===== config.mk =====
export PLATFORM = sky130hd
export DESIGN_NAME = lidar_point_filter_unit
export DESIGN_NICKNAME = d
export VERILOG_FILES = /design/src/lpf_pkg.sv /design/src/lpf_front.sv /design/src/lpf_queue.sv /design/src/lpf_back.sv /design/src/lidar_point_filter_unit.sv
export SDC_FILE = /design/constraint.sdc
export NUM_CORES = 1
export LEC_CHECK = 0
export BUFFER_PORTS_ARGS = -buffer_cell sky130_fd_sc_hd__buf_2
export CAP_MARGIN = 5
export CORE_MARGIN = 2
export CORE_UTILIZATION = 54
export DETAILED_ROUTE_END_ITERATION = 12
export PLACE_DENSITY = 0.72
export SLEW_MARGIN = 0
export SYNTH_ARGS = -nofsm -noshare
export SYNTH_HDL_FRONTEND = slang
export SYNTH_SLANG_ARGS = --single-unit

===== constraint.sdc =====
create_clock -name clock -period 25.2 [get_ports clock]
set_clock_uncertainty 0.15 [all_clocks]
set_input_delay 1.26 -clock clock [delete_from_list [all_inputs] [get_ports clock]]
set_output_delay 1.26 -clock clock [all_outputs]
set_load 0.01 [all_outputs]

===== src/lpf_pkg.sv =====
// Shared types, constants and register codes for the lidar point filter.
// Used by every module of the block; depends on nothing.
package lpf_pkg;

   localparam int ANGLE_SHIFT = 1;
   localparam int MAX_POINTS  = 4096;
   localparam int INDEX_CAP   = 4095;
   localparam int QUEUE_DEPTH = 4;

   localparam int FULL_TURN = 23040;
   localparam int HALF_TURN = 11520;

   localparam int WORD_W   = 16;
   localparam int DIST_W   = 16;
   localparam int QUAL_W   = 8;
   localparam int INDEX_W  = 12;
   localparam int ANGLE_W  = 15;
   localparam int RAW_W    = 18;
   localparam int REQ_W    = 40;
   localparam int RSP_W    = 56;
   localparam int CSR_IDX_W = 3;
   localparam int CSR_W    = 16;

   localparam logic [INDEX_W-1:0] INDEX_LIMIT =
      INDEX_W'(((MAX_POINTS - 1) < INDEX_CAP) ? (MAX_POINTS - 1) : INDEX_CAP);

   localparam logic [CSR_IDX_W-1:0] REG_MIN_RANGE   = 3'd0;
   localparam logic [CSR_IDX_W-1:0] REG_MAX_RANGE   = 3'd1;
   localparam logic [CSR_IDX_W-1:0] REG_MIN_ANGLE   = 3'd2;
   localparam logic [CSR_IDX_W-1:0] REG_MAX_ANGLE   = 3'd3;
   localparam logic [CSR_IDX_W-1:0] REG_ANGLE_OFFS  = 3'd4;
   localparam logic [CSR_IDX_W-1:0] REG_ORIENT      = 3'd5;
   localparam logic [CSR_IDX_W-1:0] REG_IGNORE_LOW  = 3'd6;
   localparam logic [CSR_IDX_W-1:0] REG_IGNORE_HIGH = 3'd7;

   typedef struct packed {
      logic [DIST_W-1:0]         range_lo;
      logic [DIST_W-1:0]         range_hi;
      logic signed [ANGLE_W-1:0] emit_lo;
      logic signed [ANGLE_W-1:0] emit_hi;
      logic signed [CSR_W-1:0]   angle_offset;
      logic                      mirror;
      logic                      rotate;
      logic signed [ANGLE_W-1:0] ignore_low;
      logic signed [ANGLE_W-1:0] ignore_high;
   } cfg_type;

   typedef struct packed {
      logic signed [RAW_W-1:0] raw_angle;
      logic [DIST_W-1:0]       distance;
      logic [QUAL_W-1:0]       quality;
      logic [INDEX_W-1:0]      index;
   } entry_type;

endpackage


===== src/lpf_front.sv =====
// Front end of the lidar point filter: takes request beats, forms the raw
// corrected angle and the scan index, and pushes an entry into the queue.
// Depends on lpf_pkg.
module lpf_front (
   input  logic                clock,
   input  logic                reset,
   input  logic                req_tvalid,
   output logic                req_tready,
   input  logic [lpf_pkg::REQ_W-1:0] req_tdata, // angle_word, distance, quality
   input  logic                req_tlast,
   input  lpf_pkg::cfg_type    cfg,
   input  logic                q_full,
   output logic                q_push,
   output lpf_pkg::entry_type  q_entry
);

   logic [lpf_pkg::INDEX_W-1:0] scan_pos_ff;
   logic [lpf_pkg::INDEX_W-1:0] scan_pos_in;
   logic [lpf_pkg::WORD_W-1:0]  word;
   logic [lpf_pkg::WORD_W-1:0]  word_sh;
   logic signed [lpf_pkg::RAW_W-1:0] sum;
   logic signed [lpf_pkg::RAW_W-1:0] rot;
   logic accept;

   assign req_tready = !q_full;
   assign accept     = req_tvalid && req_tready;
   assign q_push     = accept;

   assign word    = req_tdata[15:0];
   assign word_sh = word >> lpf_pkg::ANGLE_SHIFT;

   always_comb begin
      rot = cfg.rotate ? lpf_pkg::RAW_W'(lpf_pkg::HALF_TURN) : '0;
      sum = $signed({2'b00, word_sh})
            + {{(lpf_pkg::RAW_W-lpf_pkg::CSR_W){cfg.angle_offset[lpf_pkg::CSR_W-1]}},
               cfg.angle_offset}
            + rot;
      q_entry.raw_angle = cfg.mirror ? (lpf_pkg::RAW_W'(lpf_pkg::FULL_TURN) - sum) : sum;
      q_entry.distance  = req_tdata[31:16];
      q_entry.quality   = req_tdata[39:32];
      q_entry.index     = scan_pos_ff;
   end

   // Every beat takes an index; the count sticks at its limit until scan end.
   always_comb begin
      scan_pos_in = scan_pos_ff;
      if (accept) begin
         if (req_tlast) begin
            scan_pos_in = '0;
         end else if (scan_pos_ff < lpf_pkg::INDEX_LIMIT) begin
            scan_pos_in = scan_pos_ff + 1'b1;
         end
      end
   end

   always_ff @(posedge clock) begin
      if (reset) begin
         scan_pos_ff <= '0;
      end else begin
         scan_pos_ff <= scan_pos_in;
      end
   end

`ifndef ASSERT_OFF
   a_index_bound: assert property (@(posedge clock) disable iff (reset)
      scan_pos_ff <= lpf_pkg::INDEX_LIMIT)
      else $error("scan index beyond its limit");
   a_index_clear: assert property (@(posedge clock) disable iff (reset)
      (accept && req_tlast) |=> (scan_pos_ff == '0))
      else $error("scan index not cleared after last beat");
`endif

endmodule


===== src/lpf_queue.sv =====
// Short register queue between front and back ends of the point filter.
// Depends on lpf_pkg for the entry type.
module lpf_queue #(
   parameter int DEPTH = lpf_pkg::QUEUE_DEPTH
) (
   input  logic               clock,
   input  logic               reset,
   input  logic               push,
   input  lpf_pkg::entry_type push_entry,
   output logic               full,
   input  logic               pop,
   output logic               head_valid,
   output lpf_pkg::entry_type head_entry
);

   localparam int PTR_W = (DEPTH > 1) ? $clog2(DEPTH) : 1;
   localparam int CNT_W = $clog2(DEPTH + 1);

   lpf_pkg::entry_type      store_ff [DEPTH];
   logic [PTR_W-1:0]        wr_ptr_ff, wr_ptr_in;
   logic [PTR_W-1:0]        rd_ptr_ff, rd_ptr_in;
   logic [CNT_W-1:0]        count_ff, count_in;
   logic                    do_push, do_pop;

   assign full       = (count_ff == CNT_W'(DEPTH));
   assign head_valid = (count_ff != '0);
   assign head_entry = store_ff[rd_ptr_ff];
   assign do_push    = push && !full;
   assign do_pop     = pop && head_valid;

   always_comb begin
      wr_ptr_in = wr_ptr_ff;
      rd_ptr_in = rd_ptr_ff;
      count_in  = count_ff;
      if (do_push) begin
         wr_ptr_in = (wr_ptr_ff == PTR_W'(DEPTH - 1)) ? '0 : wr_ptr_ff + 1'b1;
      end
      if (do_pop) begin
         rd_ptr_in = (rd_ptr_ff == PTR_W'(DEPTH - 1)) ? '0 : rd_ptr_ff + 1'b1;
      end
      if (do_push && !do_pop) begin
         count_in = count_ff + 1'b1;
      end else if (do_pop && !do_push) begin
         count_in = count_ff - 1'b1;
      end
   end

   always_ff @(posedge clock) begin
      if (reset) begin
         wr_ptr_ff <= '0;
         rd_ptr_ff <= '0;
         count_ff  <= '0;
      end else begin
         wr_ptr_ff <= wr_ptr_in;
         rd_ptr_ff <= rd_ptr_in;
         count_ff  <= count_in;
      end
   end

   always_ff @(posedge clock) begin
      if (do_push) begin
         store_ff[wr_ptr_ff] <= push_entry;
      end
   end

`ifndef ASSERT_OFF
   a_count_bound: assert property (@(posedge clock) disable iff (reset)
      count_ff <= CNT_W'(DEPTH))
      else $error("queue fill count beyond depth");
   a_ptr_gap: assert property (@(posedge clock) disable iff (reset)
      (count_ff == '0) |-> (wr_ptr_ff == rd_ptr_ff))
      else $error("empty queue with pointers apart");
`endif

endmodule


===== src/lpf_back.sv =====
// Back end of the point filter: wraps the raw angle into one turn, applies
// the ignore, range and emit windows and holds the result beat.
// Depends on lpf_pkg.
module lpf_back (
   input  logic               clock,
   input  logic               reset,
   input  lpf_pkg::cfg_type   cfg,
   input  logic               q_valid,
   input  lpf_pkg::entry_type q_entry,
   output logic               q_pop,
   output logic               rsp_tvalid,
   input  logic               rsp_tready,
   // point_angle[14:0], point_range[30:15], point_intensity[38:31],
   // point_index[50:39], zero fill above
   output logic [lpf_pkg::RSP_W-1:0] rsp_tdata
);

   localparam int NTHR = 9;

   logic                               s1_valid_ff, s1_valid_in;
   logic signed [lpf_pkg::ANGLE_W-1:0] s1_angle_ff, s1_angle_in;
   logic [lpf_pkg::DIST_W-1:0]         s1_dist_ff;
   logic [lpf_pkg::QUAL_W-1:0]         s1_qual_ff;
   logic [lpf_pkg::INDEX_W-1:0]        s1_index_ff;

   logic                               rsp_valid_ff, rsp_valid_in;
   logic signed [lpf_pkg::ANGLE_W-1:0] rsp_angle_ff;
   logic [lpf_pkg::DIST_W-1:0]         rsp_range_ff, rsp_range_in;
   logic [lpf_pkg::QUAL_W-1:0]         rsp_intens_ff, rsp_intens_in;
   logic [lpf_pkg::INDEX_W-1:0]        rsp_index_ff;

   logic                               out_free, s1_ready;
   logic [3:0]                         turns;
   logic [lpf_pkg::RAW_W-1:0]          turn_sub;
   logic signed [lpf_pkg::RAW_W:0]     wrapped;
   logic signed [lpf_pkg::RAW_W-1:0]   thr;
   logic                               ignored, in_limits, in_window;
   logic [lpf_pkg::DIST_W-1:0]         dist_ign;

   assign out_free = !rsp_valid_ff || rsp_tready;
   assign s1_ready = !s1_valid_ff || out_free;
   assign q_pop    = q_valid && s1_ready;

   // Count the half-turn boundaries below the angle, then take off that
   // many whole turns; the boundaries cover more turns than the raw angle reaches.
   always_comb begin
      turns = '0;
      thr   = '0;
      for (int j = 0; j < NTHR; j++) begin
         thr = lpf_pkg::RAW_W'(lpf_pkg::HALF_TURN - 4 * lpf_pkg::FULL_TURN
                               + j * lpf_pkg::FULL_TURN);
         if (q_entry.raw_angle > thr) begin
            turns = turns + 1'b1;
         end
      end
      turn_sub = lpf_pkg::RAW_W'(turns) * lpf_pkg::RAW_W'(lpf_pkg::FULL_TURN);
      wrapped  = {q_entry.raw_angle[lpf_pkg::RAW_W-1], q_entry.raw_angle}
                 + (lpf_pkg::RAW_W+1)'(4 * lpf_pkg::FULL_TURN)
                 - $signed({1'b0, turn_sub});
      s1_angle_in = wrapped[lpf_pkg::ANGLE_W-1:0];
      s1_valid_in = s1_ready ? q_valid : s1_valid_ff;
   end

   always_comb begin
      ignored   = (s1_angle_ff >= cfg.ignore_low) && (s1_angle_ff <= cfg.ignore_high);
      dist_ign  = ignored ? '0 : s1_dist_ff;
      in_limits = (dist_ign >= cfg.range_lo) && (dist_ign <= cfg.range_hi);
      in_window = (s1_angle_ff >= cfg.emit_lo) && (s1_angle_ff <= cfg.emit_hi);
      rsp_range_in  = in_limits ? dist_ign : '0;
      rsp_intens_in = in_limits ? s1_qual_ff : '0;
      if (out_free) begin
         rsp_valid_in = s1_valid_ff && in_window;
      end else begin
         rsp_valid_in = rsp_valid_ff;
      end
   end

   always_ff @(posedge clock) begin
      if (reset) begin
         s1_valid_ff  <= 1'b0;
         rsp_valid_ff <= 1'b0;
      end else begin
         s1_valid_ff  <= s1_valid_in;
         rsp_valid_ff <= rsp_valid_in;
      end
   end

   always_ff @(posedge clock) begin
      if (q_pop) begin
         s1_angle_ff <= s1_angle_in;
         s1_dist_ff  <= q_entry.distance;
         s1_qual_ff  <= q_entry.quality;
         s1_index_ff <= q_entry.index;
      end
      if (out_free && s1_valid_ff) begin
         rsp_angle_ff  <= s1_angle_ff;
         rsp_range_ff  <= rsp_range_in;
         rsp_intens_ff <= rsp_intens_in;
         rsp_index_ff  <= s1_index_ff;
      end
   end

   assign rsp_tvalid = rsp_valid_ff;
   assign rsp_tdata  = {5'b0, rsp_index_ff, rsp_intens_ff, rsp_range_ff, rsp_angle_ff};

`ifndef ASSERT_OFF
   a_angle_wrapped: assert property (@(posedge clock) disable iff (reset)
      rsp_valid_ff |-> ((rsp_angle_ff > -15'sd11520) && (rsp_angle_ff <= 15'sd11520)))
      else $error("result angle outside one turn");
   a_reset_empty: assert property (@(posedge clock)
      reset |=> (!rsp_valid_ff && !s1_valid_ff))
      else $error("pipeline not empty after reset");
`endif

endmodule


===== src/lidar_point_filter_unit.sv =====
// Top level of the lidar point filter: register bank, front end, queue and
// back end. Depends on lpf_pkg, lpf_front, lpf_queue and lpf_back.
//
//   Channel  Direction  Beat contents
//   req_*    in         tdata: angle_word, distance, quality; tlast: scan_end
//   rsp_*    out        tdata: point_angle, point_range, point_intensity, point_index
//   csr_*    in         write enable, register index, write data
//
// One point is taken each cycle while the queue has room; only points that lie
// in the emit window appear as result beats.
// The front end turns a beat into a queue entry in the same cycle; the back
// end wraps the angle in one stage and filters into the output register in the next.
// Reset is synchronous and clears the queue, the pipeline, the scan index and
// the registers to their defaults; no further sweep follows it.
// A stalled result holds the back end; the queue keeps taking beats until full.
module lidar_point_filter_unit #(
   parameter int QUEUE_DEPTH = lpf_pkg::QUEUE_DEPTH
) (
   input  logic clock,
   input  logic reset,
   input  logic req_tvalid,
   output logic req_tready,
   // angle_word[15:0], distance[31:16], quality[39:32]
   input  logic [lpf_pkg::REQ_W-1:0] req_tdata,
   input  logic req_tlast,
   output logic rsp_tvalid,
   input  logic rsp_tready,
   // point_angle[14:0], point_range[30:15], point_intensity[38:31],
   // point_index[50:39], zero fill above
   output logic [lpf_pkg::RSP_W-1:0] rsp_tdata,
   input  logic csr_we,
   input  logic [lpf_pkg::CSR_IDX_W-1:0] csr_index,
   input  logic [lpf_pkg::CSR_W-1:0] csr_wdata
);

   lpf_pkg::cfg_type   cfg_ff, cfg_in;
   lpf_pkg::entry_type push_entry, head_entry;
   logic               q_full, q_push, q_pop, q_valid;

   always_comb begin
      cfg_in = cfg_ff;
      if (csr_we) begin
         unique case (csr_index)
            lpf_pkg::REG_MIN_RANGE:   cfg_in.range_lo     = csr_wdata;
            lpf_pkg::REG_MAX_RANGE:   cfg_in.range_hi     = csr_wdata;
            lpf_pkg::REG_MIN_ANGLE:   cfg_in.emit_lo      = csr_wdata[14:0];
            lpf_pkg::REG_MAX_ANGLE:   cfg_in.emit_hi      = csr_wdata[14:0];
            lpf_pkg::REG_ANGLE_OFFS:  cfg_in.angle_offset = csr_wdata;
            lpf_pkg::REG_ORIENT: begin
               cfg_in.rotate = csr_wdata[0];
               cfg_in.mirror = csr_wdata[1];
            end
            lpf_pkg::REG_IGNORE_LOW:  cfg_in.ignore_low   = csr_wdata[14:0];
            lpf_pkg::REG_IGNORE_HIGH: cfg_in.ignore_high  = csr_wdata[14:0];
            default: cfg_in = cfg_ff;
         endcase
      end
   end

   always_ff @(posedge clock) begin
      if (reset) begin
         cfg_ff.range_lo     <= 16'd1;
         cfg_ff.range_hi     <= 16'd64;
         cfg_ff.emit_lo      <= -15'sd11520;
         cfg_ff.emit_hi      <= 15'sd11520;
         cfg_ff.angle_offset <= '0;
         cfg_ff.rotate       <= 1'b0;
         cfg_ff.mirror       <= 1'b0;
         cfg_ff.ignore_low   <= 15'sd11520;
         cfg_ff.ignore_high  <= -15'sd11520;
      end else begin
         cfg_ff <= cfg_in;
      end
   end

   lpf_front u_front (
      .clock      (clock),
      .reset      (reset),
      .req_tvalid (req_tvalid),
      .req_tready (req_tready),
      .req_tdata  (req_tdata),
      .req_tlast  (req_tlast),
      .cfg        (cfg_ff),
      .q_full     (q_full),
      .q_push     (q_push),
      .q_entry    (push_entry)
   );

   lpf_queue #(
      .DEPTH (QUEUE_DEPTH)
   ) u_queue (
      .clock      (clock),
      .reset      (reset),
      .push       (q_push),
      .push_entry (push_entry),
      .full       (q_full),
      .pop        (q_pop),
      .head_valid (q_valid),
      .head_entry (head_entry)
   );

   lpf_back u_back (
      .clock      (clock),
      .reset      (reset),
      .cfg        (cfg_ff),
      .q_valid    (q_valid),
      .q_entry    (head_entry),
      .q_pop      (q_pop),
      .rsp_tvalid (rsp_tvalid),
      .rsp_tready (rsp_tready),
      .rsp_tdata  (rsp_tdata)
   );

endmodule


==> metrics.cfg <==
[timing]
setup_slack_ns = 15.68
maxSlewViolCount = 0
setup_violations = 0
period_needed_ns = 9.515
fmax_mhz = 105.1
slew_headroom_pct = 22.17
setup_tns_ns = 0
post-route-period-util_pct = 37.76
tightestPinTransition_ns = 1.167
rsz0062_at_grt = false
finalHoldViolCount = 0

[setup_path]
crit_path_top_delay_cell = mux4_2
cp.required_ns = 25.38
cp.arrival_ns = 9.70
max_stage_delay_ns = 0.62
crit_path_max_fanout = 21
path_common_cell = xnor2_1
worst_setup_path_start_kind = flip-flop
end_kind = flip-flop
critPathKind = reg -> reg

[place]
gp_congestion = 0.8797
dp_slack_ns = 15.71
dp_hpwl_um = 30840
dpl_cell_area_um2 = 22470
io_buffer_count = 116

[floorplanning]
core_area_um2 = 38830
die_h_um = 202.9
num_rows = 72
io_pins = 123
die_area_um2 = 41180
start_util_pct = 55.03
die_w_um = 202.9

[route]
drc = 0
vias = 13940
drt_pre_antenna_iters = 5
viasPerCell = 5.684
drt-initial-drc-count = 1029
routed_wl_um = 47060
detail-route-antenna-nets = 0
drt-wirelength-per-cell_um = 19.19

[logic_synthesis]
seq_area_frac_synth_pct = 57.15
synth_top_area_cell = edfxtp_1
synth_edf_count = 318
ys.flop_type = edfxtp_1
ys_types = 72
syn_area_um2 = 21370
ys_warn_count = 0
synthCells = 1779
synth.area.top_cells = edfxtp_1 45%, dfxtp_1 12%, ha_1 9.0%, mux4_2 5.7%, nand2_1 4.8%
synth-seq-cells = 451
async_flop_share_pct = 0
netlist.area_leader.share_pct = 44.69
syn_area_per_cell_um2 = 12.01

[global_routing]
antenna_found_initial = 2
grt_pass1_wl_um = 73810
grt.total_usage_pct = 23.09
grt_max_degree = 106
grt_pass1_vias = 13900
grt-ovfl-total = 0

[clock_tree]
cts.repair.resized = 0
post_cts_buffers = 0
clock_path_buffers = 3
clkSinkCount = 451
cts_buffers = 46
tritoncts = done
clk_latency_ns = 0.59
cts.hold.buffers_added = 0
clkSlewWorstSetupHoldPaths_ns = 0.06
cts_htree_levels = 2
cts_root_buf = clkbuf_16

[final_layout]
finish.utilization_pct = 61.80
regArea_um2 = 12220
fin_nets = 2117
drive_gt1_share_pct = 14.23
multi_input_area_um2 = 8441
fillers = 3024
synthToLayoutAreaGrowth_pct = 12.30
finalInstanceArea_um2 = 24000

[worst_hold_path]
hold_class = reg -> reg

[run]
cap_violations = 0

[run_status]
outcome = completed

cell usage after synthesis, types with 8 or more instances:
cell      instances
nor3_1           23
dfxtp_1         133
xnor2_1          49
clkbuf_1         47
o21ai_0          32
nand2b_1         12
edfxtp_1        318
nand3b_1         16
inv_1           131
nor4_1            8
and2_1           19
nand2_1         271
o21a_1           27
xor2_1           26
nor2_1           79
a21oi_1         144
o211ai_1         19
or3_1             8
nand4_1          19
and3_1            9
a21o_1           30
ha_1            154
nand3_1          18
mux4_2           54
o21bai_1         10
nor2b_1          14
through the flow:
step	instances	hold slack (ns)
finish	2452	0.2322
global placement	2365	0.2555
detailed placement	2365	0.2545
CTS	2450	0.2353
floorplan	1783	0.2503
global route	2451	0.2539
layer usage:
| layer | part of all wire (%) | global-route usage, % | routed length, µm |
|---|---|---|---|
| met5 | 0 | 0 | 0 |
| met4 | 3.4 | 8.968 | 1587 |
| met3 | 4.4 | 3.339 | 2092 |
| met2 | 49 | 38.83 | 22850 |
| met1 | 44 | 30.42 | 20530 |
path summary, 6_finish.rpt:
path	startpoint	end	slack (ns)	depth (start not counted)
max	flip-flop	u_back.s1_angle_ff[14]$_DFFE_PP_	15.68	38
min	u_back.s1_index_ff[4]$_DFFE_PP_	u_back.rsp_index_ff[4]$_DFFE_PP_	0.23	0
max reg2reg	flip-flop	u_back.s1_angle_ff[14]$_DFFE_PP_	15.68	38
min reg2reg	u_back.s1_index_ff[4]$_DFFE_PP_	u_back.rsp_index_ff[4]$_DFFE_PP_	0.23	0
cells in the final DEF, fill, tap and decap left out, types with 7 or more instances in the layout:
| cell type | count |
|---|---|
| a211oi_1 | 7 |
| a21o_1 | 30 |
| a21oi_1 | 142 |
| a31oi_1 | 7 |
| and2_1 | 18 |
| buf_2 | 115 |
| buf_4 | 13 |
| clkbuf_1 | 9 |
| clkbuf_16 | 47 |
| clkbuf_8 | 7 |
| clkinv_1 | 11 |
| dfxtp_1 | 131 |
| edfxtp_1 | 318 |
| ha_1 | 154 |
| inv_1 | 131 |
| mux2i_1 | 7 |
| mux4_2 | 54 |
| nand2_1 | 271 |
| nand2b_1 | 12 |
| nand3_1 | 18 |
| nand3b_1 | 16 |
| nand4_1 | 19 |
| nor2_1 | 79 |
| nor2b_1 | 14 |
| nor3_1 | 23 |
| nor4_1 | 8 |
| o211ai_1 | 19 |
| o21a_1 | 27 |
| o21ai_0 | 32 |
| o21bai_1 | 10 |
| or3_1 | 8 |
| xnor2_1 | 49 |
| xor2_1 | 26 |
flip-flops by register name, summed over array words and instances (netlist names), 3 cells and up, named ones only:
register              flops
u_queue.store_ff        216
cfg_ff                  110
u_back.s1_dist_ff        16
u_back.s1_index_ff       12
u_back.s1_angle_ff       15
u_back.s1_qual_ff         8
u_back.rsp_index_ff      12
u_front.scan_pos_ff      12
u_back.rsp_angle_ff      15
u_back.rsp_intens_ff      8
u_queue.count_ff          3
u_back.rsp_range_ff      16
layout make-up:
cell class | instances | area share, %
Antenna cell | 2 | 0.02086
Clock buffer | 63 | 5.443
Clock inverter | 22 | 0.8968
Inverter | 131 | 2.049
Multi-Input combinational cell | 1137 | 35.17
Sequential cell | 451 | 50.91
Tap cell | 518 | 2.701
Timing Repair Buffer | 128 | 2.805
logic make-up after synthesis:
group,share of synthesized area (%)
mux,6.125
compound gates,9.492
flops,57.15
buf+inv,3.619
simple gates,10.89
fa+ha+maj,9.299
other cells,0.01755
xor+xnor,3.408
worst max-delay path, delay by kind of cell, from the launching register on:
kind,cells,cell delay (ns)
AOI/OAI and AO/OA,8,1.84
xor gates and xnor gates,14,2.48
adders and majority gates,10,2.78
buffers and inverters,2,0.21
DFF,1,0.61
muxes,1,0.62
and+or+nand+nor,3,0.58
Power is left out: the tool's default activity adds up to more than one toggle a clock period on the data nets, which glitch-free logic cannot reach.
